[src/hdl/swf_pkg.sv]
// shared widths, status codes and side-band struct of the face flux pipeline
// no dependencies
`default_nettype none

package swf_pkg;

  localparam int unsigned DATA_W  = 32;
  localparam int unsigned GRAV_W  = 31;
  localparam int unsigned NUM_W   = 64;
  localparam int unsigned DEN_W   = 31;
  localparam int unsigned QUO_W   = 31;
  localparam int unsigned ROOT_W  = 32;
  localparam int unsigned RAD_W   = 64;
  localparam int unsigned REM_W   = 35;
  // divider and square root both take this many register stages
  localparam int unsigned DIV_LAT = 32;

  typedef enum logic [1:0] {
    ST_OK    = 2'd0,
    ST_DEPTH = 2'd1,
    ST_ROOT  = 2'd2
  } status_e;

  // per-item control that rides alongside the arithmetic units
  typedef struct packed {
    logic              dir;
    logic [DATA_W-1:0] mn;
    logic              nx_neg;
    logic              nx_zero;
    logic              ny_neg;
    logic              ny_zero;
    status_e           status;
  } swf_side_t;

endpackage

`default_nettype wire

[src/hdl/swf_sqrt.sv]
// pipelined integer square root, one root bit per stage, floor result
// depends on swf_pkg
`default_nettype none

module swf_sqrt import swf_pkg::*; (
  input  logic              clk_i,
  input  logic              en_i,
  input  logic [RAD_W-1:0]  rad_i,
  output logic [ROOT_W-1:0] root_o
);

  logic [REM_W-1:0]  rem_q  [1:ROOT_W];
  logic [ROOT_W-1:0] root_q [1:ROOT_W];
  logic [RAD_W-1:0]  rad_q  [1:ROOT_W];

  for (genvar j = 1; j <= ROOT_W; j++) begin : g_step
    localparam int unsigned P = ROOT_W - j;
    logic [REM_W-1:0]  rem_p;
    logic [ROOT_W-1:0] root_p;
    logic [RAD_W-1:0]  rad_p;
    logic [REM_W-1:0]  cur;
    logic [REM_W-1:0]  trial;
    logic              ge;

    // first stage starts from the radicand with empty remainder
    if (j == 1) begin : g_first
      assign rem_p  = '0;
      assign root_p = '0;
      assign rad_p  = rad_i;
    end else begin : g_next
      assign rem_p  = rem_q[j-1];
      assign root_p = root_q[j-1];
      assign rad_p  = rad_q[j-1];
    end

    // bring down two radicand bits and try 4*root+1
    assign cur   = {rem_p[REM_W-3:0], rad_p[2*P+1 -: 2]};
    assign trial = {{(REM_W-ROOT_W-2){1'b0}}, root_p, 2'b01};
    assign ge    = cur >= trial;

    always_ff @(posedge clk_i) begin
      if (en_i) begin
        rem_q[j]  <= ge ? (cur - trial) : cur;
        root_q[j] <= {root_p[ROOT_W-2:0], ge};
        rad_q[j]  <= rad_p;
      end
    end
  end

  assign root_o = root_q[ROOT_W];

endmodule

`default_nettype wire

[config.mk]
export PLATFORM = sky130hd
export DESIGN_NAME = swf_sqrt
export DESIGN_NICKNAME = d
export VERILOG_FILES = /design/src/hdl/swf_pkg.sv /design/src/hdl/swf_sqrt.sv
export SDC_FILE = /design/constraint.sdc
export NUM_CORES = 2
export LEC_CHECK = 0
export CORE_MARGIN = 2
export CORE_UTILIZATION = 50
export CTS_BUF_LIST = sky130_fd_sc_hd__clkbuf_4
export CTS_CLUSTER_SIZE = 12
export DETAILED_ROUTE_END_ITERATION = 8
export DONT_BUFFER_PORTS = 1
export GPL_ROUTABILITY_DRIVEN = 0
export GPL_TIMING_DRIVEN = 0
export HOLD_SLACK_MARGIN = 0.06
export PLACE_DENSITY = 0.69
export SLEW_MARGIN = 20
export SYNTH_ARGS = -nofsm -noshare
export SYNTH_HDL_FRONTEND = slang
export SYNTH_MEMORY_MAX_BITS = 65536
export SYNTH_SLANG_ARGS = --single-unit
[constraint.sdc]
create_clock -name clk_i -period 4.15 [get_ports clk_i]
set_clock_uncertainty 0.05 [all_clocks]
set_input_delay 0.6225 -clock clk_i [delete_from_list [all_inputs] [get_ports clk_i]]
set_output_delay 0.6225 -clock clk_i [all_outputs]
set_load 0.03 [all_outputs]
==> reports/metrics.csv <==
metric,value,unit
status,"finished, final reports clean",
cts_inserted_buffers,658,
crit_arrival,5000,ps
netSwitchingPower,20.4,mW
tightest_slew,1060,ps
crit_path_end_kind,register,
cp_max_fo,10,
h-tree-depth,6,
vias,73500,
gr-usage-all-layers,19.1,%
num_rows,176,
dp.cells,12000,
synthDistinctLibCells,89,
drc,0,
cts_root_buf,clkbuf_4,
avgViaCountPerCell,5.55,
core,230000,um2
r2r_setup_slack,120,ps
drive_gt1_share,12.0,%
clkLatencyLatePin,1360,ps
async_flop_share,0,%
finalHoldViolations,0,
finalNonFillerCells,13200,
design_area,130000,um2
netlist_area,116000,um2
syn_to_final_growth,11.8,%
grt_pass1_vias,74000,
clkPwrFrac,29.3,%
fmax,248,MHz
io_pins,98,
yosysWarnings,0,
clock_sinks,2494,
fin_crit_sh,97.2,%
fin_nets,10400,
p_leak,50.1,nW
n_fill_cell,18600,
dpl_cell_area,120000,um2
die_x,486,um
io_buffers,0,
synth_ff_type,edfxtp_1,
cts_max_path_buffers,4,
rsz0062_at_grt,no,
fin_crit,4030,ps
grt_pass1_wl,368000,um
p_int,48.8,mW
synth_edf_count,2494,
wl_per_cell,17.3,um
syn_nets,9576,
ys_ff_latch,2494,
cp-start-kind,register,
ant_nets,0,
die_area,236000,um2
crit_type,register to register,
syn_avg_cell_area,13.0,um2
start_util,50.4,%
drv_cap,0,
dpl.hpwl,159000,um
setup_violations,0,
synthCells,8949,
slew_violations,0,
grt_max_degree,251,
first_pass_iters,6,
hold_class,primary input to register,
ys_seq_area_share,64.5,%
cpMostUsedCell,or3_1,
cp.required,5120,ps
die_y,486,um
multiInputGateArea,37900,um2
antenna_found_initial,6,
power.share.sequential,49.1,%
path_cells,or3_1 > or3_1 > or2_2 > or4_1 > a21oi_1 > o211ai_4 > inv_2 > clkbuf_1 > nand2_1 > o21ai_0,
cp_slowest_cell,or3_1,
path_clk_slew,60,ps
peakVddDrop,0.344,mV
swShare,29.5,%
powerDensity,534,nW/um2
drtIter0Drc,5563,
routed_wl,229000,um
seqCellArea,74900,um2
pwr-share-comb,21.6,%
cts_tree,yes,
cp_slowest_stage_delay,480,ps
maxSlewHeadroom,29.1,%
grt.overflow.total,0,
layout make-up:
class                           instances  area share, %
Clock buffer                          906           5.24
Sequential cell                      2494           57.7
Clock inverter                        195          0.834
Multi-Input combinational cell       5562           29.2
Buffer                                172          0.546
Inverter                              720           2.08
Tap cell                             3026           2.92
Antenna cell                           14         0.0270
Timing Repair Buffer                  149           1.36
kinds of logic (layout without fill, tap and decap cells):
logic type | Yosys count | after routing | share of synthesized area [%]
flip-flops | 2494 | 2494 | 64.5
AND/OR/NAND/NOR | 2245 | 2245 | 9.51
AO/OA/AOI/OAI | 1860 | 1860 | 10.0
buffers and inverters | 893 | 2142 | 2.90
XOR/XNOR | 782 | 782 | 5.90
adder cells (fa/ha/maj) | 561 | 561 | 6.05
multiplexers | 113 | 113 | 1.09
other | 1 | 15 | 0.00323
worst max-delay path: cells and delay by family (launching register included):
family	cells	cell delay, ps
AND/OR/NAND/NOR	5	1750
AO/OA/AOI/OAI	3	760
buffers and inverters	2	670
flip-flops	1	460
path summary, 6_finish.rpt:
check	startpoint	end	cells past startpoint
max reg2reg	rem_q[0][792]$_DFFE_PP_	rem_q[0][815]$_DFFE_PP_	10
min	rad_i[54]	rad_q[0][118]$_DFFE_PP_	2
max	rem_q[0][792]$_DFFE_PP_	rem_q[0][815]$_DFFE_PP_	10
min reg2reg	rad_q[0][449]$_DFFE_PP_	rad_q[0][513]$_DFFE_PP_	0
metrics by stage:
| stage | setup WS (ps) | power (mW) | setup TNS (ps) | utilization, % | hold slack [ps] |
|---|---|---|---|---|---|
| global route | 3.22 | 73.3 | 0 | 56.3 | 135 |
| finish | 117 | 69.2 | 0 | 56.3 | 324 |
| global placement | -577 | 48.0 | -16560 | 52.0 | 350 |
| floorplan | 756 | 44.6 | 0 | - | 350 |
| CTS | 3.22 | 69.9 | 0 | 56.2 | 108 |
| detailed placement | -563 | 49.0 | -20080 | 52.2 | 355 |
cells in the final DEF (no fill, tap or decap), drive strengths merged, types with 62 or more instances in the layout:
master and n:
or3 98, nor2 583, o21a 116, o21ai 420, nand4 78, nand2b 109
nor4 115, nor2b 79, nand2 547, xor2 386, mux2 109, dlygate4sd3 131
clkbuf 1055, ha 561, a21oi 619, nor3 222, a21o 223, clkinv 166
nand3 152, o31ai 62, xnor2 396, inv 732, edfxtp 2494
flip-flops by register name, indices dropped and copies added (netlist names):
register,flops
root_q,528
rad_q,992
rem_q,974
power groups by stage:
stage	Combinational [mW]	Clock (mW)	Sequential [mW]
finish	15.0	20.3	34.0
global placement	13.6	0	34.4
global route	16.6	22.4	34.2
CTS	14.7	21.2	34.0
detailed placement	14.5	0	34.5
floorplan	11.1	0	33.5
cell usage after synthesis, drive strengths merged (148+ instances only):
| master | number | area, um2 |
|---|---|---|
| nand3 | 152 | 761 |
| a21oi | 619 | 3100 |
| xnor2 | 396 | 3470 |
| o21ai | 420 | 2100 |
| a21o | 223 | 1670 |
| nor2 | 583 | 2190 |
| clkbuf | 148 | 556 |
| nor3 | 222 | 1120 |
| inv | 720 | 2700 |
| nand2 | 547 | 2050 |
| edfxtp | 2494 | 74900 |
| ha | 561 | 7020 |
| xor2 | 386 | 3380 |
timing repair:
action / CTS / global route
pin swaps: 0 / 1
endpoints found under the setup margin: 138 / 300
setup buffers: 0 / 2
resized for setup: 23 / 50
hold buffers: 132 / 0
hold endpoints to repair: 812 / 0
per-layer routing:
metal  GRT usage, %  up-vias  part of all wire, %  wire, um
met4           9.23        4                  4.0      9190
li1               -    35300                    -         -
met1           22.7    35100                   40     92500
met2           32.9     2403                   50    114000
met5              0        -                0.010        24
met3           3.96      671                  5.9     13400
No activity file was read; power rests on OpenSTA's default activity.
