$ cat src/hdl/swf_pkg.sv
// shared widths, status codes and side-band struct of the face flux pipeline
// no dependencies
`default_nettype none

package swf_pkg;

  localparam int unsigned DATA_W  = 32;
  localparam int unsigned GRAV_W  = 31;
  localparam int unsigned NUM_W   = 64;
  localparam int unsigned DEN_W   = 31;
  localparam int unsigned QUO_W   = 31;
  localparam int unsigned ROOT_W  = 32;
  localparam int unsigned RAD_W   = 64;
  localparam int unsigned REM_W   = 35;
  // divider and square root both take this many register stages
  localparam int unsigned DIV_LAT = 32;

  typedef enum logic [1:0] {
    ST_OK    = 2'd0,
    ST_DEPTH = 2'd1,
    ST_ROOT  = 2'd2
  } status_e;

  // per-item control that rides alongside the arithmetic units
  typedef struct packed {
    logic              dir;
    logic [DATA_W-1:0] mn;
    logic              nx_neg;
    logic              nx_zero;
    logic              ny_neg;
    logic              ny_zero;
    status_e           status;
  } swf_side_t;

endpackage

`default_nettype wire

$ cat src/hdl/swf_div.sv
// pipelined restoring divider, one quotient bit per stage, with overflow flag
// depends on swf_pkg
`default_nettype none

module swf_div import swf_pkg::*; (
  input  logic             clk_i,
  input  logic             en_i,
  input  logic [NUM_W-1:0] num_i,
  input  logic [DEN_W-1:0] den_i,
  output logic [QUO_W-1:0] quo_o,
  output logic             ovf_o
);

  localparam int unsigned STEPS = QUO_W;

  logic [DEN_W-1:0] rem_q [STEPS+1];
  logic [DEN_W-1:0] den_q [STEPS+1];
  logic [QUO_W-1:0] low_q [STEPS+1];
  logic [QUO_W-1:0] quo_q [STEPS+1];
  logic             ovf_q [STEPS+1];

  // entry stage: quotient fits only if num < den * 2^QUO_W
  always_ff @(posedge clk_i) begin
    if (en_i) begin
      ovf_q[0] <= num_i[NUM_W-1:QUO_W] >= (NUM_W-QUO_W)'(den_i);
      rem_q[0] <= num_i[QUO_W+DEN_W-1:QUO_W];
      low_q[0] <= num_i[QUO_W-1:0];
      den_q[0] <= den_i;
      quo_q[0] <= '0;
    end
  end

  // one trial subtraction per stage, msb first
  for (genvar j = 1; j <= STEPS; j++) begin : g_step
    localparam int unsigned BIT = STEPS - j;
    logic [DEN_W:0] trial;
    logic           ge;

    assign trial = {rem_q[j-1], low_q[j-1][BIT]};
    assign ge    = trial >= {1'b0, den_q[j-1]};

    always_ff @(posedge clk_i) begin
      if (en_i) begin
        rem_q[j] <= ge ? DEN_W'(trial - {1'b0, den_q[j-1]}) : trial[DEN_W-1:0];
        quo_q[j] <= quo_q[j-1] | (QUO_W'(ge) << BIT);
        low_q[j] <= low_q[j-1];
        den_q[j] <= den_q[j-1];
        ovf_q[j] <= ovf_q[j-1];
      end
    end
  end

  assign quo_o = quo_q[STEPS];
  assign ovf_o = ovf_q[STEPS];

endmodule

`default_nettype wire

$ cat config.mk
export PLATFORM = sky130hd
export DESIGN_NAME = swf_div
export DESIGN_NICKNAME = d
export VERILOG_FILES = /design/src/hdl/swf_pkg.sv /design/src/hdl/swf_div.sv
export SDC_FILE = /design/constraint.sdc
export NUM_CORES = 2
export LEC_CHECK = 0
export BUFFER_PORTS_ARGS = -buffer_cell sky130_fd_sc_hd__buf_2
export CELL_PAD_IN_SITES_DETAIL_PLACEMENT = 0
export CELL_PAD_IN_SITES_GLOBAL_PLACEMENT = 1
export CORE_MARGIN = 5
export CORE_UTILIZATION = 50
export CTS_CLUSTER_DIAMETER = 60
export DETAILED_ROUTE_END_ITERATION = 16
export PLACE_DENSITY = 0.82
export SYNTH_ARGS = -nofsm -noshare
export SYNTH_HDL_FRONTEND = slang
export SYNTH_SLANG_ARGS = --single-unit
$ cat constraint.sdc
create_clock -name clk_i -period 6.68 [get_ports clk_i]
set_clock_uncertainty 0.2 [all_clocks]
set_input_delay 0.334 -clock clk_i [delete_from_list [all_inputs] [get_ports clk_i]]
set_output_delay 0.334 -clock clk_i [all_outputs]
set_load 0.01 [all_outputs]
==> reports/results.txt <==
Crit end category: flip-flop
First-pass GRT wire length: 524,000 um
Status: finished, final reports clean
Synth area leader: edfxtp_1
WHS Endpoint: quo_q[0][92]$_DFFE_PP_
Met3 WL: 13,800 um
Post-route ant nets: 0
TritonCTS clock tree: built
H-tree depth: 5
Cell row count: 200
Syn Inst Count: 12,300
Worst reg-to-reg path cell count: 12
Setup TNS: 0 ns
Core area: 0.297 mm2
Post-synth EDFFs: 2,946
Fillers: 24,400
Slew HR: 0.220
Count of pins over their slew limit: 0
Synth Flop Type: edfxtp_1
GR Overflow Total: 0
Final setup violation count: 0
Synth Warn #: 0
Vias/cell: 5.60
# Max-Cap Violations: 0
Vias in the first global route: 93,400
Routed WL per cell: 19.8 um
Worst-path clk slew: 0.06 ns
TritonCTS Buffers: 331
VDD IR max: 0.255 mV
Post-synthesis register bit count: 2,946
Post-Syn Area: 0.149 mm2
Total track usage: 0.212
Dpl cells: 16,200
Crit share post-route: 0.712
Port bufs: 128
Worst hold-check path type: reg -> reg
Initial antenna violation count: 8
Buffer count from post-CTS setup fixing: 0
Hold depth: 0
Worst EP arrival: 5.19 ns
Top Layer Used: met5
Worst Setup SP: den_q[1][217]$_DFFE_PP_
Root Buffer: clkbuf_16
Starting Density: 0.503
Post-synth top area share: 0.592
Final hold vios: 0
Area Overhead vs Synth: 11.9%
Synth top area cells: edfxtp_1 59%, ha_1 8.3%, a21oi_1 3.4%, inv_1 3.1%, a21o_1 2.6%
Hold WS: 0.181 ns
Placer congestion estimate: 0.914
Worst skew pair latency: 0.93 ns
Multi-input logic area: 0.0552 mm2
Cell Pwr Density: 478 mW/mm2
Max Clk Rate: 210 MHz
Total design power: 79.9 mW
Startpoint types: flip-flop
Async set-or-reset flop fraction in the synthesized netlist: 0
Flop-to-flop setup slack: 1.93 ns
Reg-to-Reg End: rem_q[24][16]$_DFFE_PP_
R2R Path Start: den_q[1][217]$_DFFE_PP_
Most common cell in the netlist: edfxtp_1
Worst EP required: 7.11 ns
Wl on met1: 141,000 um
Final min period: 4.75 ns
Share of cells above drive strength 1: 0.0683
Die width: 557 um
Sequential element share of the synthesized area: 0.592
Clock Tree Buf Depth: 4
Non-filler cells, final: 17,000
Leakage power: 67.2 nW
Register Area: 0.0885 mm2
Drt first pass iters: 7
Distinct cell type count after synthesis: 102
Hold_sp: quo_q[0][61]$_DFFE_PP_
Crit-path max FO: 33
Routed wire length: 336,000 um
Syn_area_per_cell: 12.1 um2
RSZ-0062 raised after global routing: false
DRC viols: 0
Boundary Pins: 129
Most frequent cells after synthesis: 2,946 x edfxtp_1, 1,238 x inv_1, 1,028 x a21oi_1, 992 x ha_1, 825 x nand2_1
Final core occ: 0.562
Die ar.: 0.310 mm2
1st-iter DRT viols: 7,862
Met2 WL post-DR: 168,000 um
Post-CTS Resized: 0
Via Count: 95,100
Largest net degree at the start of global routing: 170
Final Net Count: 13,900
Syn_nets: 13,500
Die height: 557 um
CTS sink count: 2,946
Worst-Margin Slew: 1.17 ns
WS Path Type: reg -> reg
DP HPWL: 245,000 um
==> flip-flops by register name, summed over array words and instances (netlist names) <==
register	count
quo_q	496
rem_q	961
low_q	496
ovf_q	32
den_q	961
==> final cells by class <==
class,instances,area share
flip-flops and latches,2946,0.529
clock inverters,197,0.0118
inverters,1247,0.0280
diodes,14,0.000210
well taps,3939,0.0295
repair buffers,388,0.0197
clock buffers,401,0.0515
multi-input cells,7872,0.330
==> power by group <==
group	switching (mW)	leakage [nW]	internal (mW)
clock network	7.61	5.09	10.1
registers	2.82	28.8	26.5
logic	19.0	33.4	13.9
==> per-layer routing <==
metal / vias up / global-route usage
met2: 2292 / 0.371
met1: 45900 / 0.271
met3: 624 / 0.0247
met4: 2 / 0.0804
li1: 46300 / -
met5: - / 0
==> how the worst max path moves through the flow <==
stage / endpoint / slack [ns] / cells past startpoint
2_1_floorplan: rem_q[24][18]$_DFFE_PP_ / 3.13 / 12
3_3_place_gp: rem_q[24][7]$_DFFE_PP_ / 1.99 / 13
5_1_grt: rem_q[24][16]$_DFFE_PP_ / 1.66 / 12
4_1_cts: rem_q[24][16]$_DFFE_PP_ / 1.89 / 12
3_5_place_dp: rem_q[24][16]$_DFFE_PP_ / 1.93 / 12
6_report: rem_q[24][16]$_DFFE_PP_ / 1.93 / 12
==> cells in the final DEF (no fill, tap or decap), types with 26 or more instances in the layout <==
master and n:
xnor2_1 442, nor4_1 30, or3_1 41, ha_1 992, o21bai_1 110, clkinv_2 46, o21a_1 120, and2_1 51
and4_1 26, o211ai_1 47, buf_4 53, nand3_1 162, or2_2 35, nand2_1 824, a21boi_0 28, nand4_1 151
clkbuf_1 67, nor2_1 737, o21ai_0 618, mux2_2 101, a21o_1 526, clkinv_1 57, a21oi_1 1027, nand2b_1 127
buf_2 127, fa_1 30, edfxtp_1 2946, clkbuf_16 334, a211oi_1 80, a211o_1 28, o31ai_1 90, dlygate4sd3_1 190
o21ai_1 115, mux2_1 135, inv_1 1238, nor2b_1 137, a31oi_1 102, nor3_1 148, xor2_1 321, and3_1 90
==> per-stage QoR <==
stage / area, um2 / setup WS [ns]
6_report: 167000 / 1.93
2_1_floorplan: 149000 / 3.13
3_5_place_dp: 155000 / 1.93
4_1_cts: 167000 / 1.89
5_1_grt: 167000 / 1.66
3_3_place_gp: 155000 / 1.99
==> worst max-delay path: stages (launching register included) <==
cell,delay (ns)
edfxtp_1,0.40
ha_1,0.24
fa_1,0.43
nor2b_1,0.17
o31ai_1,0.15
a2111oi_2,0.47
a21oi_2,0.15
o22ai_1,0.32
o31ai_4,0.12
a21boi_2,0.19
o31ai_4,0.77
buf_4,0.48
mux2_1,0.37
==> repair_timing <==
item | in CTS | in global routing
setup endpoints to repair | 0 | 0
hold endpoints to repair | 169 | 0
hold buffers | 190 | 0
==> cell families after synthesis <==
logic type / after synthesis / synth area share
AOI/OAI and AO/OA: 3195 / 0.134
DFF: 2946 / 0.592
and+or+nand+nor: 2632 / 0.0829
buffers and inverters: 1518 / 0.0398
adders and majority gates: 1022 / 0.0871
xor gates and xnor gates: 763 / 0.0447
muxes: 260 / 0.0194
Power figures use the tool's default switching activity.
